## config.mk

```make
export PLATFORM = sky130hd
export DESIGN_NAME = number_to_word_tokens_unit
export DESIGN_NICKNAME = d
export VERILOG_FILES = /design/src/hdl/n2w_pkg.sv /design/src/hdl/n2w_dd_cell.sv /design/src/hdl/n2w_tok_cell.sv /design/src/hdl/number_to_word_tokens_unit.sv
export SDC_FILE = /design/constraint.sdc
export NUM_CORES = 1
export LEC_CHECK = 0
export BUFFER_PORTS_ARGS = -buffer_cell sky130_fd_sc_hd__buf_4
export CAP_MARGIN = 0
export CORE_MARGIN = 2
export CORE_UTILIZATION = 62
export CTS_CLUSTER_DIAMETER = 40
export DETAILED_ROUTE_END_ITERATION = 10
export GPL_ROUTABILITY_DRIVEN = 0
export PLACE_DENSITY = 0.87
export SLEW_MARGIN = 25
export SYNTH_ARGS = -nofsm -noshare
export SYNTH_HDL_FRONTEND = slang
export SYNTH_HIERARCHICAL = 1
export SYNTH_SLANG_ARGS = --single-unit
```

## constraint.sdc

```tcl
create_clock -name i_clk -period 2.55 [get_ports i_clk]
set_input_delay 0.765 -clock i_clk [delete_from_list [all_inputs] [get_ports i_clk]]
set_output_delay 0.765 -clock i_clk [all_outputs]
set_load 0.005 [all_outputs]
```

## src/hdl/n2w_pkg.sv

```systemverilog
// Shared types, token codes and the group-to-slot function for the number-to-word unit.
// Depends on nothing; every other file in hdl imports it.
`timescale 1ns / 1ps
`default_nettype none

package n2w_pkg;

    localparam int VALUE_W    = 31;
    localparam int WORD_W     = 5;
    localparam int NUM_DIGITS = 10;
    localparam int BCD_W      = 4 * NUM_DIGITS;
    localparam int NUM_SLOTS  = 16;
    localparam int GRP_SLOTS  = 5;
    localparam int GAP_W      = $clog2(NUM_SLOTS);

    localparam logic [WORD_W-1:0] WORD_ZERO      = 5'd0;
    localparam logic [WORD_W-1:0] WORD_TEN       = 5'd10;
    localparam logic [WORD_W-1:0] WORD_TENS_BASE = 5'd18;
    localparam logic [WORD_W-1:0] WORD_HUNDRED   = 5'd28;
    localparam logic [WORD_W-1:0] WORD_THOUSAND  = 5'd29;
    localparam logic [WORD_W-1:0] WORD_MILLION   = 5'd30;
    localparam logic [WORD_W-1:0] WORD_BILLION   = 5'd31;

    typedef struct packed {
        logic              valid;
        logic [WORD_W-1:0] word;
        logic              last;
    } t_tok;

    typedef t_tok [GRP_SLOTS-1:0] t_grp;

    typedef struct packed {
        logic               valid;
        logic [BCD_W-1:0]   bcd;
        logic [VALUE_W-1:0] bin;
    } t_dd;

    // Slots of one three-digit group: hundreds digit, Hundred, tens word,
    // ones or teen word, scale word. The last flag is filled in later.
    function automatic t_grp f_group(input logic [3:0] h, input logic [3:0] t,
                                     input logic [3:0] o, input logic [WORD_W-1:0] scale,
                                     input logic has_scale);
        t_grp g;
        g = '0;
        g[0].valid = (h != 4'd0);
        g[0].word  = {1'b0, h};
        g[1].valid = (h != 4'd0);
        g[1].word  = WORD_HUNDRED;
        g[2].valid = (t >= 4'd2);
        g[2].word  = WORD_TENS_BASE + {1'b0, t};
        if (t == 4'd1) begin
            g[3].valid = 1'b1;
            g[3].word  = WORD_TEN + {1'b0, o};
        end else begin
            g[3].valid = (o != 4'd0);
            g[3].word  = {1'b0, o};
        end
        g[4].valid = has_scale && ((h != 4'd0) || (t != 4'd0) || (o != 4'd0));
        g[4].word  = scale;
        return g;
    endfunction

endpackage

`default_nettype wire

```

## src/hdl/n2w_dd_cell.sv

```systemverilog
// One shift-and-add-3 step of the binary to decimal conversion chain.
// Depends on n2w_pkg for the stage type and widths.
`timescale 1ns / 1ps
`default_nettype none

module n2w_dd_cell
    import n2w_pkg::*;
(
    input  wire logic i_clk,
    input  wire logic i_rst_n,
    input  wire t_dd  i_stage,
    output t_dd       o_stage
);

    logic [BCD_W-1:0] adj;
    t_dd              n_stage;
    t_dd              r_stage;

    always_comb begin
        for (int k = 0; k < NUM_DIGITS; k++) begin
            if (i_stage.bcd[4*k +: 4] >= 4'd5) begin
                adj[4*k +: 4] = i_stage.bcd[4*k +: 4] + 4'd3;
            end else begin
                adj[4*k +: 4] = i_stage.bcd[4*k +: 4];
            end
        end
        n_stage       = i_stage;
        n_stage.bcd   = {adj[BCD_W-2:0], i_stage.bin[VALUE_W-1]};
        n_stage.bin   = {i_stage.bin[VALUE_W-2:0], 1'b0};
    end

    // Only the valid bit is reset; the data simply follows it down the chain.
    always_ff @(posedge i_clk) begin
        r_stage.bcd <= n_stage.bcd;
        r_stage.bin <= n_stage.bin;
        if (!i_rst_n) begin
            r_stage.valid <= 1'b0;
        end else begin
            r_stage.valid <= n_stage.valid;
        end
    end

    assign o_stage = r_stage;

endmodule

`default_nettype wire

```

## src/hdl/n2w_tok_cell.sv

```systemverilog
// One slot of the token output chain: loads in parallel or takes its neighbor's token.
// Depends on n2w_pkg for the token type.
`timescale 1ns / 1ps
`default_nettype none

module n2w_tok_cell
    import n2w_pkg::*;
(
    input  wire logic i_clk,
    input  wire logic i_rst_n,
    input  wire logic i_load,
    input  wire t_tok i_load_tok,
    input  wire t_tok i_next_tok,
    output t_tok      o_tok
);

    t_tok n_tok;
    t_tok r_tok;

    assign n_tok = i_load ? i_load_tok : i_next_tok;

    always_ff @(posedge i_clk) begin
        r_tok.word <= n_tok.word;
        r_tok.last <= n_tok.last;
        if (!i_rst_n) begin
            r_tok.valid <= 1'b0;
        end else begin
            r_tok.valid <= n_tok.valid;
        end
    end

    assign o_tok = r_tok;

endmodule

`default_nettype wire

```

## src/hdl/number_to_word_tokens_unit.sv

```systemverilog
// Top level of the number-to-word unit: decimal conversion chain and token chain.
// Depends on n2w_pkg, n2w_dd_cell and n2w_tok_cell.
//
// Usage:
//   A request is accepted at a rising edge where start is high and busy is low;
//   i_value carries a 31-bit unsigned number. Its English spelling leaves as a
//   run of word tokens on o_word, each shown for exactly one cycle with o_strobe
//   high; o_last_word marks the final token of the number.
//   The number first walks a chain of 31 conversion cells, one input bit per
//   cell, that turns it into ten decimal digits. The digits then fill a chain of
//   16 token slots (Billion digit, Billion, five slots each for the
//   million and thousand groups, four for the units), which shifts one slot
//   toward the output every cycle. Empty slots give cycles without a strobe.
//   A request passes through the conversion cells and is then loaded into the
//   token chain, whose slots reach the outputs in slot order, Billion digit first.
//   Requests are spaced by the length of the token chain: busy stays high after
//   each accepted request until the gap counter, loaded with the slot count
//   less one, runs down to zero, and a new request is taken while the previous
//   one is still emitting.
//   The receiver cannot stall; tokens are never held back.
//   Reset (synchronous, active low) drops every request in flight.
`timescale 1ns / 1ps
`default_nettype none

module number_to_word_tokens_unit
    import n2w_pkg::*;
(
    input  wire logic               i_clk,
    input  wire logic               i_rst_n,
    input  wire logic               start,
    output      logic               busy,
    input  wire logic [VALUE_W-1:0] i_value,
    output      logic [WORD_W-1:0]  o_word,
    output      logic               o_last_word,
    output      logic               o_strobe
);

    logic             accept;
    logic [GAP_W-1:0] r_gap_cnt;
    logic [GAP_W-1:0] n_gap_cnt;

    t_dd              dd_chain [0:VALUE_W];
    t_dd              dd_out;
    logic [3:0]       dig [0:NUM_DIGITS-1];
    t_grp             grp_m;
    t_grp             grp_t;
    t_grp             grp_u;
    t_tok             slot [0:NUM_SLOTS-1];
    logic [NUM_SLOTS-1:0] slot_vld;
    logic [NUM_SLOTS-1:0] slot_last;
    t_tok             tok_q [0:NUM_SLOTS];
    logic [NUM_SLOTS-1:0] chain_vld;

    // Requests are spaced by the length of the token chain, so a load always
    // finds the chain drained.
    assign accept = start && !busy;
    assign busy   = (r_gap_cnt != '0);

    always_comb begin
        n_gap_cnt = r_gap_cnt;
        if (accept) begin
            n_gap_cnt = GAP_W'(NUM_SLOTS - 1);
        end else if (r_gap_cnt != '0) begin
            n_gap_cnt = r_gap_cnt - 1'b1;
        end
    end

    always_ff @(posedge i_clk) begin
        if (!i_rst_n) begin
            r_gap_cnt <= '0;
        end else begin
            r_gap_cnt <= n_gap_cnt;
        end
    end

    assign dd_chain[0] = '{valid: accept, bcd: '0, bin: i_value};

    for (genvar k = 0; k < VALUE_W; k++) begin : g_dd
        n2w_dd_cell u_cell (
            .i_clk   (i_clk),
            .i_rst_n (i_rst_n),
            .i_stage (dd_chain[k]),
            .o_stage (dd_chain[k+1])
        );
    end

    assign dd_out = dd_chain[VALUE_W];

    always_comb begin
        for (int k = 0; k < NUM_DIGITS; k++) begin
            dig[k] = dd_out.bcd[4*k +: 4];
        end
    end

    assign grp_m = f_group(dig[8], dig[7], dig[6], WORD_MILLION, 1'b1);
    assign grp_t = f_group(dig[5], dig[4], dig[3], WORD_THOUSAND, 1'b1);
    assign grp_u = f_group(dig[2], dig[1], dig[0], WORD_ZERO, 1'b0);

    always_comb begin
        slot[0] = '{valid: (dig[9] != 4'd0), word: {1'b0, dig[9]}, last: 1'b0};
        slot[1] = '{valid: (dig[9] != 4'd0), word: WORD_BILLION, last: 1'b0};
        for (int k = 0; k < GRP_SLOTS; k++) begin
            slot[2 + k] = grp_m[k];
            slot[2 + GRP_SLOTS + k] = grp_t[k];
        end
        for (int k = 0; k < GRP_SLOTS - 1; k++) begin
            slot[2 + 2*GRP_SLOTS + k] = grp_u[k];
        end
        // A value of zero spells as the single word Zero in the units slot.
        if (dd_out.bcd == '0) begin
            slot[NUM_SLOTS-1].valid = 1'b1;
            slot[NUM_SLOTS-1].word  = WORD_ZERO;
        end
        for (int k = 0; k < NUM_SLOTS; k++) begin
            slot_vld[k] = slot[k].valid;
        end
        for (int k = 0; k < NUM_SLOTS; k++) begin
            slot_last[k] = slot_vld[k] && ((slot_vld >> (k + 1)) == '0);
            slot[k].last = slot_last[k];
        end
    end

    assign tok_q[NUM_SLOTS] = '0;

    for (genvar k = 0; k < NUM_SLOTS; k++) begin : g_tok
        n2w_tok_cell u_cell (
            .i_clk      (i_clk),
            .i_rst_n    (i_rst_n),
            .i_load     (dd_out.valid),
            .i_load_tok (slot[k]),
            .i_next_tok (tok_q[k+1]),
            .o_tok      (tok_q[k])
        );
        assign chain_vld[k] = tok_q[k].valid;
    end

    assign o_strobe    = tok_q[0].valid;
    assign o_word      = tok_q[0].word;
    assign o_last_word = tok_q[0].valid && tok_q[0].last;

    // Checks.
    a_accept_busy: assert property (@(posedge i_clk) disable iff (!i_rst_n)
        accept |=> busy)
        else $error("busy not raised after an accepted request");

    a_load_drained: assert property (@(posedge i_clk) disable iff (!i_rst_n)
        dd_out.valid |-> ($countones(chain_vld[NUM_SLOTS-1:1]) == 0))
        else $error("token chain still holds tokens at load");

    a_one_last: assert property (@(posedge i_clk) disable iff (!i_rst_n)
        dd_out.valid |-> $onehot(slot_last))
        else $error("loaded frame lacks exactly one final token");

    a_last_strobe: assert property (@(posedge i_clk) disable iff (!i_rst_n)
        o_last_word |-> o_strobe)
        else $error("final token flag without strobe");

endmodule

`default_nettype wire

```

[After elaboration in Yosys (flattened, before gate mapping)]
Cells that the tools add are included.
Storage, ports and cells
  register bits: 1633
  input port bits: 34
  output and inout bits: 8
  word-level logic and storage cells: 1009
Cells by class
  $add $sub $neg: 262
  order comparisons: 258
  equality and inequality tests: 3
  mux-type cells: 276
  bitwise gates (word level): 2
  reduce and logical (&&, ||, !) cells: 52
Operators by type and width (number)
  $ge A4 B3 Y1 const B: 245
  $mux W4: 227
  $add A4 B2 Y4 const B: 225
  $logic_not A16 Y1: 15
  $mux W7: 15
  $add A3 B2 Y3 const B: 20
  $mux W3: 20
  $logic_not A40 Y1: 1
  $reduce_bool A4 Y1: 10
  $add A1 B2 Y3 const AB: 9
  $ge A1 B3 Y1 const AB: 9
  $mux W6: 4
  $logic_and A1 B1 Y1: 17
  $add A4 B4 Y5 const A: 3
  $add A5 B4 Y5 const A: 3
  $eq A4 B1 Y1 const B: 3
  $ge A4 B2 Y1 const B: 3
  $mux W1: 10
  $logic_or A1 B1 Y1: 4
  $sub A4 B1 Y4 const B: 1
  $add A1 B2 Y3 const B: 1
  $ge A1 B3 Y1 const B: 1
  $reduce_or A3 Y1: 1
  $not A1 Y1: 2
  other kinds (4): 4

[Depth between registers and ports, before layout]
  depth in word-level cells: 6
  mapped depth: 6
  depth with buffers taken out: 5

[Cells and area by module]
Netlist, hierarchy kept.
Modules (own cells, without submodules)
  n2w_dd_cell: instances 31, cells each 230, area each 2432.3 sq um
  n2w_tok_cell: instances 16, cells each 16, area each 257.7 sq um
  number_to_word_tokens_unit: instances 1, cells each 93, area each 714.4 sq um

[Least setup slack after synthesis]
Ideal clock, no wire load.
  path kind: reg-to-reg
  from: register g_dd[30].u_cell.r_stage, in the netlist g_dd[30].u_cell/o_stage[52]
  to: register g_tok[15].u_cell.r_tok, in the netlist g_tok[15].u_cell/o_tok[6]
  library setup time: 0.065 ns
  data arrival time: 1.909 ns
  required time: 2.485 ns
  slack: 0.576 ns
  stages on the path, launching flop included: 7
  path buffers: 1
  clock period less this slack: 1.974 ns
  cells stage by stage: dfxtp_1 -> or4_4 -> or4_4 -> buf_6 -> o31ai_2 -> mux2i_1 -> nor2b_1
RTL lines
  start, declared: RTL line n2w_dd_cell.sv:17  | t_dd r_stage;
  end, declared: RTL line n2w_tok_cell.sv:18  | t_tok r_tok;

[Worst setup path after layout]
  from: register r_gap_cnt[0]
  to: output port busy
Between the ends
  word-level cells in the longest chain between the ends: 1
Ends and longest elaborated chain
  start, declared: RTL line number_to_word_tokens_unit.sv:39  | logic [GAP_W-1:0] r_gap_cnt;
  start signal, assigned: RTL line number_to_word_tokens_unit.sv:72  | r_gap_cnt <= n_gap_cnt;
  $reduce_bool A4 Y1: RTL line number_to_word_tokens_unit.sv:57  | assign busy = (r_gap_cnt != '0);
  end, declared: RTL line number_to_word_tokens_unit.sv:31  | output logic busy,
Every way passes these cells.

==> results.py <==
metrics = {
    "clocking": {
        "cts-htree-levels": 4,
        "clock_latency_ns": 0.76,
        "clkTransAtPathRegs_ns": 0.06,
        "cts_sinks": 1852,
        "clock-root-buffer": "clkbuf_16",
        "clockBufferDepth": 3,
        "cts_buffers": 188,
        "hold_buffers": 0,
        "cts_tree": "yes",
    },
    "sta": {
        "min_period_ns": 2.53,
        "worstMarginPinSlew_ns": 0.659,
        "fin_crit_sh": 0.993,
        "setup_viol": 0,
        "hold_viol_final": 0,
        "setup_tns_ns": 0,
        "max-slew-margin-rel": 0.556,
        "rsz0062_at_grt": "yes",
        "fin_worst_skew_ns": 0.0274,
        "fmax_mhz": 395,
        "drv_slew": 0,
        "final.setup.worst_slack_ns": 0.0167,
        "fin_hold_ws_ns": 0.0846,
    },
    "synthesis": {
        "avgSynthCellArea_sq_um": 10.2,
        "ys_warn_count": 6,
        "synth_cells": 6952,
        "syn_area_sq_um": 70600,
    },
    "cells_and_area": {
        "final_cell_count_no_fill": 9012,
        "multiInputGateArea_sq_um": 31600,
        "final_cell_mix": "dfxtp_1, nand2_1, ha_1",
        "layout_commonest_cell": "dfxtp_1",
        "drive_above_1_share": 0.104,
        "n_antenna_cell": 0,
        "seq_area_sq_um": 37100,
        "fill_cells": 7409,
        "finalCoreUtilization": 0.709,
        "fin_area_sq_um": 79900,
        "area_growth_pct": 13.2,
        "nets": 8018,
    },
    "global_route": {
        "grt_usage": 0.184,
        "grt_pass1_wl_microns": 186000,
        "antenna_found_initial": 0,
        "overflow": 0,
        "grt_pass1_vias": 45395,
        "grt_max_degree": 51,
    },
    "route": {
        "dr.pass1.iters": 7,
        "routed_wl_microns": 105000,
        "vias_per_cell": 4.82,
        "first_iter_violations": 1386,
        "wl_per_cell_microns": 11.7,
        "antenna_left": 0,
        "vias": 43394,
        "drcViolationCount": 0,
    },
    "power_and_ir_drop": {
        "powerDensity_nw_per_um2": 1410,
        "ir_worst_vdd_uv": 800,
        "finalPower_mw": 113,
        "power.leakage_nw": 37.3,
    },
    "setup_path": {
        "critical_path_class": "reg -> out",
        "crit_chain": "inv_2, ha_1, or3b_4, buf_6",
        "reg2reg_depth": 5,
        "path_max_fanout": 2,
        "setup.worst_path.start": "r_gap_cnt[0]$_SDFFE_PN0P_",
        "crit_path_start_kind": "flop",
        "rr_startpoint": "g_dd[30].u_cell/o_stage[34]$_DFF_P_",
        "cp.required_ns": 1.79,
        "arrival_ns": 1.77,
        "r2r_slack_ns": 0.37,
        "critPathSlowestCell": "or3b_4",
        "critPathMaxStageDelay_ns": 0.38,
        "reg2reg_to": "g_tok[15].u_cell/o_tok[6]$_SDFF_PN0_",
        "cp-end-kind": "output port",
        "critPathCapture": "busy",
    },
    "floorplanning": {
        "core_sq_um": 113000,
        "die_w_microns": 341,
        "die_h_microns": 341,
        "rows": 123,
        "dieArea_sq_um": 117000,
        "start_util": 0.627,
        "io-pin-count": 42,
    },
    "placed_design": {
        "dp_cells": 8659,
        "dpl.hpwl_microns": 70400,
        "detailedPlace.worstSlack_ns": 0.398,
        "io_buffer_count": 41,
        "place_area_sq_um": 73300,
    },
    "run": {
        "maxCapViolCount": 0,
    },
    "run_status": {
        "outcome": "finished, final reports clean",
    },
    "hold_path": {
        "min_path_type": "in -> reg",
    },
}
-- layer usage --
layer	global-route usage	wire (microns)
met3	0.0328	2830
met2	0.388	60400
met1	0.172	39700
met5	0	0
met4	0.0649	2540
-- critical path: cells and delay by family, from the launching register on --
| family | cells | cell delay [ns] |
|---|---|---|
| adder cells (fa/ha/maj) | 1 | 0.12 |
| AND/OR/NAND/NOR | 1 | 0.38 |
| flip-flops | 1 | 0.32 |
| buffers and inverters | 2 | 0.18 |
-- power breakdown --
part	internal, mW	switching [mW]	leakage, nW	total [mW]
clock network	16.7	11.2	3.18	27.9
registers	39.3	8.08	15.6	47.4
logic	17.7	19.8	18.5	37.5
-- layout make-up --
type / instances / area share
Multi-Input combinational cell: 4633 / 0.396
Clock inverter: 85 / 0.0136
Inverter: 629 / 0.0296
Clock buffer: 261 / 0.0680
Tap cell: 1500 / 0.0235
Sequential cell: 1852 / 0.464
Timing Repair Buffer: 52 / 0.00525
-- how the worst min path moves through the flow --
stage,startpoint,endpoint,slack [ns],cells after the start
after floorplan,g_dd[9].u_cell/o_stage[10]$_DFF_P_,g_dd[10].u_cell/o_stage[11]$_DFF_P_,0.31,0
final,i_value[25],g_dd[0].u_cell/o_stage[26]$_DFF_P_,0.08,1
after detailed placement,g_dd[9].u_cell/o_stage[10]$_DFF_P_,g_dd[10].u_cell/o_stage[11]$_DFF_P_,0.31,0
after global routing,i_value[0],g_dd[0].u_cell/o_stage[1]$_DFF_P_,0.04,1
after CTS,i_value[2],g_dd[0].u_cell/o_stage[3]$_DFF_P_,0.03,1
after global placement,g_dd[17].u_cell/o_stage[25]$_DFF_P_,g_dd[18].u_cell/o_stage[26]$_DFF_P_,0.31,0
-- repair_timing --
item / CTS / global route
buffers inserted: 5 / 2
resized for setup: 6 / 0
setup endpoints to repair: 1 / 1
-- state kept, by name (all words and copies together) (netlist names) --
signal and flops:
g_dd.u_cell/o_stage 1736, g_tok.u_cell/o_tok 112, r_gap_cnt 4
Power figures use the tool's default switching activity.
